===== config.mk =====
export PLATFORM = sky130hd
export DESIGN_NAME = damped_position_easing_table
export DESIGN_NICKNAME = d
export VERILOG_FILES = /design/src/rtl/dpet_pkg.sv /design/src/rtl/dpet_ctrl.sv /design/src/rtl/dpet_dp.sv /design/src/rtl/damped_position_easing_table.sv
export SDC_FILE = /design/constraint.sdc
export NUM_CORES = 2
export LEC_CHECK = 0
export BUFFER_PORTS_ARGS = -buffer_cell sky130_fd_sc_hd__buf_2
export CAP_MARGIN = 10
export CORE_ASPECT_RATIO = 0.9
export CORE_MARGIN = 4
export CORE_UTILIZATION = 45
export CTS_BUF_LIST = sky130_fd_sc_hd__clkbuf_4 sky130_fd_sc_hd__clkbuf_8
export CTS_CLUSTER_SIZE = 30
export DETAILED_ROUTE_END_ITERATION = 16
export PLACE_DENSITY = 0.71
export SLEW_MARGIN = 20
export SYNTH_ARGS = -nofsm -noshare
export SYNTH_HDL_FRONTEND = slang
export SYNTH_SLANG_ARGS = --single-unit

===== constraint.sdc =====
create_clock -name clk_i -period 24.8 [get_ports clk_i]
set_input_delay 1.24 -clock clk_i [delete_from_list [all_inputs] [get_ports clk_i]]
set_output_delay 1.24 -clock clk_i [all_outputs]
set_load 0.03 [all_outputs]

===== src/rtl/dpet_pkg.sv =====
// ----------------------------------------------------------------------------
// Damped position easing table package
// Shared constants, command codes, controller states and the command and
// status bundles between the controller and the datapath.
// ----------------------------------------------------------------------------
package dpet_pkg;

  localparam int unsigned ENTRIES    = 16;
  localparam int unsigned IDX_W      = $clog2(ENTRIES);
  localparam int unsigned POS_W      = 16;
  localparam int unsigned STEP_W     = 15;
  localparam int unsigned GRP_W      = 8;
  localparam int unsigned CMD_W      = 3;
  localparam int unsigned CNT_W      = 3;
  localparam int unsigned COUNT_LIMIT = 4;

  // Reciprocal of ten: (x * 52429) >> 19 equals x / 10 for every 16-bit x.
  localparam int unsigned RECIP_TEN  = 52429;
  localparam int unsigned RECIP_SHIFT = 19;

  typedef enum logic [CMD_W-1:0] {
    OP_AUTO    = 3'd0,
    OP_FIXED   = 3'd1,
    OP_SINGLE  = 3'd2,
    OP_SET_CUR = 3'd3,
    OP_SET_TGT = 3'd4,
    OP_SET_GRP = 3'd5
  } dpet_op_e;

  typedef enum logic [2:0] {
    ST_IDLE,
    ST_CALC,
    ST_MOVE,
    ST_SINGLE,
    ST_WRITE,
    ST_REPORT
  } dpet_state_e;

  typedef struct packed {
    logic load;
    logic sweep;
    logic calc;
    logic move;
    logic write;
    logic report;
  } dpet_cmd_t;

  typedef struct packed {
    logic last;
    logic out_busy;
  } dpet_sts_t;

endpackage


===== src/rtl/dpet_ctrl.sv =====
// ----------------------------------------------------------------------------
// Damped position easing table controller
// Sequences sweeps, single steps, table writes and the result beat.
// ----------------------------------------------------------------------------
module dpet_ctrl
  import dpet_pkg::*;
(
  input  logic             clk_i,
  input  logic             rst_ni,
  input  logic             in_valid_i,
  input  logic [CMD_W-1:0] command_i,
  input  dpet_sts_t        sts_i,
  output dpet_cmd_t        cmd_o,
  output logic             in_stall_o
);

  dpet_state_e state_q, state_d;

  always_ff @(posedge clk_i or negedge rst_ni) begin
    if (!rst_ni) begin
      state_q <= ST_IDLE;
    end else begin
      state_q <= state_d;
    end
  end

  always_comb begin
    state_d = state_q;
    unique case (state_q)
      ST_IDLE: begin
        if (in_valid_i) begin
          unique case (command_i)
            OP_AUTO, OP_FIXED:                  state_d = ST_CALC;
            OP_SINGLE:                          state_d = ST_SINGLE;
            OP_SET_CUR, OP_SET_TGT, OP_SET_GRP: state_d = ST_WRITE;
            default:                            state_d = ST_REPORT;
          endcase
        end
      end
      ST_CALC:   state_d = ST_MOVE;
      ST_MOVE:   state_d = sts_i.last ? ST_REPORT : ST_CALC;
      ST_SINGLE: state_d = ST_REPORT;
      ST_WRITE:  state_d = ST_REPORT;
      ST_REPORT: state_d = sts_i.out_busy ? ST_REPORT : ST_IDLE;
      default:   state_d = ST_IDLE;
    endcase
  end

  always_comb begin
    cmd_o        = '0;
    cmd_o.load   = (state_q == ST_IDLE) && in_valid_i;
    cmd_o.sweep  = (state_q == ST_CALC) || (state_q == ST_MOVE);
    cmd_o.calc   = (state_q == ST_CALC);
    cmd_o.move   = (state_q == ST_MOVE) || (state_q == ST_SINGLE);
    cmd_o.write  = (state_q == ST_WRITE);
    cmd_o.report = (state_q == ST_REPORT) && !sts_i.out_busy;
  end

  assign in_stall_o = (state_q != ST_IDLE);

  // A sweep always hands over to the result beat from its final entry.
  assert property (@(posedge clk_i) disable iff (!rst_ni)
    (state_q == ST_MOVE && sts_i.last) |=> (state_q == ST_REPORT))
    else $error("sweep did not end in the result state");

endmodule


===== src/rtl/dpet_dp.sv =====
// ----------------------------------------------------------------------------
// Damped position easing table datapath
// Holds the entry table, computes steps and moves, counts unmatched entries
// and drives the result register.
// ----------------------------------------------------------------------------
module dpet_dp
  import dpet_pkg::*;
(
  input  logic                    clk_i,
  input  logic                    rst_ni,
  input  dpet_cmd_t               cmd_i,
  output dpet_sts_t               sts_o,
  input  logic [CMD_W-1:0]        command_i,
  input  logic [IDX_W-1:0]        entry_index_i,
  input  logic signed [POS_W-1:0] position_value_i,
  input  logic [STEP_W-1:0]       step_size_i,
  input  logic [GRP_W-1:0]        group_value_i,
  input  logic                    out_stall_i,
  output logic                    out_valid_o,
  output logic [CNT_W-1:0]        unmatched_count_o,
  output logic signed [POS_W-1:0] entry_position_o,
  output logic                    entry_matched_o
);

  // Latched input item.
  logic [CMD_W-1:0]        op_q;
  logic [IDX_W-1:0]        idx_q;
  logic signed [POS_W-1:0] pos_q;
  logic [STEP_W-1:0]       step_q;
  logic [GRP_W-1:0]        grp_q;

  always_ff @(posedge clk_i) begin
    if (cmd_i.load) begin
      op_q   <= command_i;
      idx_q  <= entry_index_i;
      pos_q  <= position_value_i;
      step_q <= step_size_i;
      grp_q  <= group_value_i;
    end
  end

  // Entry table.
  logic signed [POS_W-1:0] cur_q [ENTRIES];
  logic signed [POS_W-1:0] tgt_q [ENTRIES];
  logic [GRP_W-1:0]        grp_tab_q [ENTRIES];
  logic [ENTRIES-1:0]      matched_q;

  logic [IDX_W-1:0] sweep_idx_q;
  logic [CNT_W-1:0] unm_q, unm_d;
  logic [CNT_W-1:0] last_unm_q;
  logic [STEP_W-1:0] swstep_q;

  logic [IDX_W-1:0]        addr;
  logic signed [POS_W-1:0] rd_cur;
  logic signed [POS_W-1:0] rd_tgt;
  logic [GRP_W-1:0]        rd_grp;

  assign addr   = cmd_i.sweep ? sweep_idx_q : idx_q;
  assign rd_cur = cur_q[addr];
  assign rd_tgt = tgt_q[addr];
  assign rd_grp = grp_tab_q[addr];

  // Auto step: |target - current| / 10 + 1 through a reciprocal multiply.
  logic signed [POS_W:0] diff;
  logic [POS_W-1:0]      abs_diff;
  logic [31:0]           prod;
  logic [STEP_W-1:0]     auto_step;

  assign diff      = 17'(rd_tgt) - 17'(rd_cur);
  assign abs_diff  = diff[POS_W] ? POS_W'(-diff) : POS_W'(diff);
  assign prod      = 32'(abs_diff) * 32'(RECIP_TEN);
  assign auto_step = STEP_W'(prod[31:RECIP_SHIFT]) + STEP_W'(1);

  always_ff @(posedge clk_i) begin
    if (cmd_i.calc) begin
      swstep_q <= (op_q == OP_AUTO) ? auto_step : step_q;
    end
  end

  // Move one entry toward its target, snapping when the step would reach it.
  logic [STEP_W-1:0]       mv_step;
  logic signed [POS_W+1:0] cur_w, tgt_w, up_w, dn_w;
  logic signed [POS_W-1:0] new_pos;
  logic                    new_matched;
  logic                    do_move;

  assign mv_step = cmd_i.sweep ? swstep_q : step_q;
  assign cur_w   = 18'(rd_cur);
  assign tgt_w   = 18'(rd_tgt);
  assign up_w    = cur_w + $signed({3'b000, mv_step});
  assign dn_w    = cur_w - $signed({3'b000, mv_step});

  always_comb begin
    priority if (tgt_w > up_w) begin
      new_pos     = POS_W'(up_w);
      new_matched = 1'b0;
    end else if (tgt_w < dn_w) begin
      new_pos     = POS_W'(dn_w);
      new_matched = 1'b0;
    end else begin
      new_pos     = rd_tgt;
      new_matched = 1'b1;
    end
  end

  assign do_move = cmd_i.move && (!cmd_i.sweep || (rd_grp == '0));

  always_ff @(posedge clk_i or negedge rst_ni) begin
    if (!rst_ni) begin
      for (int i = 0; i < ENTRIES; i++) begin
        cur_q[i]     <= '0;
        tgt_q[i]     <= '0;
        grp_tab_q[i] <= '0;
      end
      matched_q <= '0;
    end else begin
      if (do_move) begin
        cur_q[addr]     <= new_pos;
        matched_q[addr] <= new_matched;
      end else if (cmd_i.write) begin
        if (op_q == OP_SET_CUR) cur_q[addr] <= pos_q;
        if (op_q == OP_SET_TGT) tgt_q[addr] <= pos_q;
        if (op_q == OP_SET_GRP) grp_tab_q[addr] <= grp_q;
      end
    end
  end

  // Sweep index and unmatched count.
  always_comb begin
    unm_d = unm_q;
    if (do_move && cmd_i.sweep && !new_matched && (unm_q < CNT_W'(COUNT_LIMIT))) begin
      unm_d = unm_q + CNT_W'(1);
    end
  end

  always_ff @(posedge clk_i or negedge rst_ni) begin
    if (!rst_ni) begin
      sweep_idx_q <= '0;
      unm_q       <= '0;
      last_unm_q  <= '0;
    end else begin
      if (cmd_i.load) begin
        sweep_idx_q <= '0;
        unm_q       <= '0;
      end else if (cmd_i.move && cmd_i.sweep) begin
        sweep_idx_q <= sweep_idx_q + IDX_W'(1);
        unm_q       <= unm_d;
        if (sts_o.last) last_unm_q <= unm_d;
      end
    end
  end

  // Result register.
  logic                    out_valid_q;
  logic [CNT_W-1:0]        out_cnt_q;
  logic signed [POS_W-1:0] out_pos_q;
  logic                    out_matched_q;

  always_ff @(posedge clk_i or negedge rst_ni) begin
    if (!rst_ni) begin
      out_valid_q <= 1'b0;
    end else if (cmd_i.report) begin
      out_valid_q <= 1'b1;
    end else if (!out_stall_i) begin
      out_valid_q <= 1'b0;
    end
  end

  always_ff @(posedge clk_i) begin
    if (cmd_i.report) begin
      out_cnt_q     <= last_unm_q;
      out_pos_q     <= rd_cur;
      out_matched_q <= matched_q[addr];
    end
  end

  assign sts_o.last     = (sweep_idx_q == IDX_W'(ENTRIES - 1));
  assign sts_o.out_busy = out_valid_q && out_stall_i;

  assign out_valid_o       = out_valid_q;
  assign unmatched_count_o = out_cnt_q;
  assign entry_position_o  = out_pos_q;
  assign entry_matched_o   = out_matched_q;

  // The running count never passes its saturation limit.
  assert property (@(posedge clk_i) disable iff (!rst_ni)
    (unm_q <= CNT_W'(COUNT_LIMIT)) && (last_unm_q <= CNT_W'(COUNT_LIMIT)))
    else $error("unmatched count beyond its limit");

  // A snapped entry sits exactly on its target.
  assert property (@(posedge clk_i) disable iff (!rst_ni)
    (do_move && new_matched) |=> (cur_q[$past(addr)] == tgt_q[$past(addr)]))
    else $error("matched entry not on its target");

endmodule


===== src/rtl/damped_position_easing_table.sv =====
// ----------------------------------------------------------------------------
// Damped position easing table
// Sixteen animated entries stepped toward their targets by sweeps or single
// steps, with set commands and one result beat per command.
// ----------------------------------------------------------------------------
// Sequence: a sweep runs one calc and one move state per entry, then the result state;
//   steps and sets pass one single or write state first, unused codes go straight to it.
// Flow: a new command is taken only in the idle state, once the last one is through,
//   as one shared step unit visits one entry at a time.
// Reset: asynchronous, clears all positions, targets, groups, matched flags
//   and the unmatched count; no result is pending after reset.
module damped_position_easing_table
  import dpet_pkg::*;
(
  input  logic                    clk_i,
  input  logic                    rst_ni,
  input  logic                    in_valid_i,
  output logic                    in_stall_o,
  input  logic [CMD_W-1:0]        command_i,
  input  logic [IDX_W-1:0]        entry_index_i,
  input  logic signed [POS_W-1:0] position_value_i,
  input  logic [STEP_W-1:0]       step_size_i,
  input  logic [GRP_W-1:0]        group_value_i,
  output logic                    out_valid_o,
  input  logic                    out_stall_i,
  output logic [CNT_W-1:0]        unmatched_count_o,
  output logic signed [POS_W-1:0] entry_position_o,
  output logic                    entry_matched_o
);

  dpet_cmd_t cmd;
  dpet_sts_t sts;

  dpet_ctrl u_ctrl (
    .clk_i      (clk_i),
    .rst_ni     (rst_ni),
    .in_valid_i (in_valid_i),
    .command_i  (command_i),
    .sts_i      (sts),
    .cmd_o      (cmd),
    .in_stall_o (in_stall_o)
  );

  dpet_dp u_dp (
    .clk_i             (clk_i),
    .rst_ni            (rst_ni),
    .cmd_i             (cmd),
    .sts_o             (sts),
    .command_i         (command_i),
    .entry_index_i     (entry_index_i),
    .position_value_i  (position_value_i),
    .step_size_i       (step_size_i),
    .group_value_i     (group_value_i),
    .out_stall_i       (out_stall_i),
    .out_valid_o       (out_valid_o),
    .unmatched_count_o (unmatched_count_o),
    .entry_position_o  (entry_position_o),
    .entry_matched_o   (entry_matched_o)
  );

  // An accepted beat always makes the block busy on the next cycle.
  assert property (@(posedge clk_i) disable iff (!rst_ni)
    (in_valid_i && !in_stall_o) |=> in_stall_o)
    else $error("block not busy after accepting a beat");

  // A new result beat only appears while a command is being worked on.
  assert property (@(posedge clk_i) disable iff (!rst_ni)
    $rose(out_valid_o) |-> $past(in_stall_o))
    else $error("result beat without a command in progress");

endmodule

==> reports/results.tsv <==
metric	value	unit
vias per inst	5.765	
DP Area	43500	µm²
share of the synthesized area in the top cell type	39.99	%
Filler Cell Count	8094	
sequential cell area	19200	µm²
Max Root-Sink Buffers	3	
Initial Utilization	45.66	%
Post-Route Setup TNS	0	ns
number of distinct library cells after synthesis	78	
Setup Skew	0.04765	ns
Detailed Route WL	107600	µm
post-CTS setup buffers	0	
hpwl dp	71960	µm
Worst EP required	25.30	ns
# nets final	4003	
Layout area overhead	9.508	%
DR vias	28760	
kind of end point of the critical path	flop	
Final Hold Viols	0	
final instance area	45910	µm²
initial drt markers	2285	
maximum clock rate	68.24	MHz
syn_area_per_cell	11.61	µm²
Post-synth EDFFs	81	
initial antenna violation count	2	
Skew-Pair Late Insertion Delay	0.78	ns
share of cells above drive strength 1	26.08	%
worst-path fanout max	60	
area taken by multi-input logic gates	21100	µm²
first-pass GRT wire length	169200	µm
CTS Hold Bufs	0	
final worst path period share	59.09	%
Top FF cell, synth	dfrtp_1	
Critical Path Start Type	flop	
WL/cell	21.56	µm
Worst path max stage delay	0.80	ns
GRT Total Usage	21.81	%
RSZ-0062 raised after global routing	false	
Mapped Area	41930	µm²
FF+latch count, synth	751	
die span in x	329.8	µm
post-synthesis cell count	3612	
# IOs	72	
CTS root buffer	clkbuf_8	
total gr overflow	0	
critical path arrival	15.15	ns
Detailed Routing Iterations Pass 1	5	
max cap viols	0	
most instantiated library cell after synthesis	dfrtp_1	
vias in the first global route	29330	
status	completed	
slowest CP cell	nor2_4	
synth cell count leaders	670 x dfrtp_1, 473 x mux2_2, 310 x nand2_1	
min Tclk post-route	14.65	ns
Slew Limit Fails	0	
Async S/R FF share, synth	89.21	%
slew at the pin closest to its max-slew limit	1.193	ns
Final setup viols	0	
sequential fraction of the synthesis area	45.79	%
clock sink total	751	
most area-consuming cells after synthesis	dfrtp_1 40%, mux2_2 13%, mux4_2 7.0%, ha_1 6.4%, edfxtp_1 5.8%	
pin count of the biggest net entering global routing	180	
GPL Wtd Cong	0.9336	
worst rel slew slack	20.30	%
Rows	105	
CP dominant cell by count	inv_1	
Core ar.	91830	µm²
crit path kind	reg2reg	
clock-pin slew on the worst setup and hold paths	0.06	ns
CTS tree	done	
Port Buffers	71	
Synth Warn #	0	
number of CTS-inserted buffers	116	
die area	98130	µm²
Die Span Y	297.6	µm
syn_nets	3954	
antenna-violating nets left	0	
post-CTS sizing	0	
DRC violations left	0	
Worst Hold Class	reg2reg	
Max H-tree Level	3	
biggest area consumer among synthesized cells	dfrtp_1	
[sequential cells by signal, indices dropped and copies added, names as in the netlist]
name and count:
u_dp.out_valid_o 1, u_dp.step_q 15, u_dp.unmatched_count_o 3, u_dp.grp_tab_q 128, u_dp.tgt_q 256, u_dp.entry_position_o 16
u_dp.last_unm_q 3, u_dp.entry_matched_o 1, u_dp.sweep_idx_q 4, u_dp.swstep_q 15, u_dp.cur_q 256, u_ctrl.state_q 3
u_dp.unm_q 3, u_dp.pos_q 16, u_dp.idx_q 4, u_dp.matched_q 16, u_dp.op_q 3, u_dp.grp_q 8
[kinds of logic after synthesis]
kind of cell | Yosys count | share of synthesized area (%)
xor+xnor | 95 | 1.985
mux | 636 | 20.56
simple gates | 868 | 9.374
compound gates | 547 | 7.965
flops | 751 | 45.79
fa+ha+maj | 292 | 10.09
buf+inv | 423 | 4.235
[cell usage in the layout (no fill, tap or decap), types with 17 or more instances in the layout]
master / n
a211oi_1: 17
a21o_1: 24
a21oi_1: 206
a31oi_1: 72
and3_1: 25
buf_2: 70
buf_4: 55
clkbuf_4: 45
clkbuf_8: 127
clkinv_1: 22
dfrtp_1: 670
edfxtp_1: 81
fa_1: 77
ha_1: 215
inv_1: 225
mux2_2: 472
mux2i_1: 22
mux4_2: 130
nand2_1: 309
nand2b_1: 19
nand3_1: 87
nand4_1: 26
nor2_1: 233
nor2_2: 21
nor3_1: 32
nor4_1: 46
o21a_1: 23
o21ai_0: 102
o31ai_1: 18
xnor2_1: 54
xor2_1: 41
[worst max-delay path, delay by kind of cell, from the launching register on]
kind / cells / cell delay, ns
adders and majority gates: 9 / 3.61
and+or+nand+nor: 14 / 3.50
AOI/OAI and AO/OA: 10 / 2.32
buffers and inverters: 8 / 1.88
xor gates and xnor gates: 3 / 1.26
muxes: 3 / 1.18
DFF: 1 / 0.57
[metal layers]
metal	vias to the layer above	share of wire (%)	track usage (%)
met4	2	2.2	5.734
met2	978	47	34.93
met3	164	6.9	3.818
li1	12990	-	-
met1	14630	44	30.83
met5	-	0.012	0
[final timing paths]
path / from / end / slack [ns] / depth (start not counted)
min in group asynchronous: rst_ni / u_dp.tgt_q[10] / 0.57 / 1
worst min register to register: u_dp.last_unm_q[1] / u_dp.unmatched_count_o[1] / 0.46 / 0
max in group asynchronous: rst_ni / u_dp.cur_q[254] / 21.90 / 3
worst max register to register: u_ctrl.state_q[1] / u_dp.swstep_q[12] / 10.15 / 47
worst min-delay path: u_dp.last_unm_q[1] / u_dp.unmatched_count_o[1] / 0.46 / 0
worst max-delay path: u_ctrl.state_q[1] / u_dp.swstep_q[12] / 10.15 / 47
[layout make-up]
cell class | count | area share, %
Timing Repair Buffer | 129 | 1.842
Clock buffer | 172 | 4.543
Inverter | 225 | 1.839
Antenna cell | 1 | 0.005450
Clock inverter | 43 | 0.6540
Tap cell | 1230 | 3.352
Sequential cell | 751 | 41.81
Multi-Input combinational cell | 2438 | 45.95
[per-stage QoR]
step	instances	worst slack (ns)	hold slack (ns)	utilization (%)
after floorplan	3612	13.24	0.4256	-
after global placement	4772	10.66	0.4489	47.36
after detailed placement	4772	10.20	0.4428	47.37
after CTS	4987	10.13	0.4575	49.96
after global routing	4988	9.033	0.4797	49.99
final	4989	10.15	0.4580	50.00
Power is left out: the tool's default activity adds up to more than one toggle a clock period on the data nets, which glitch-free logic cannot reach.
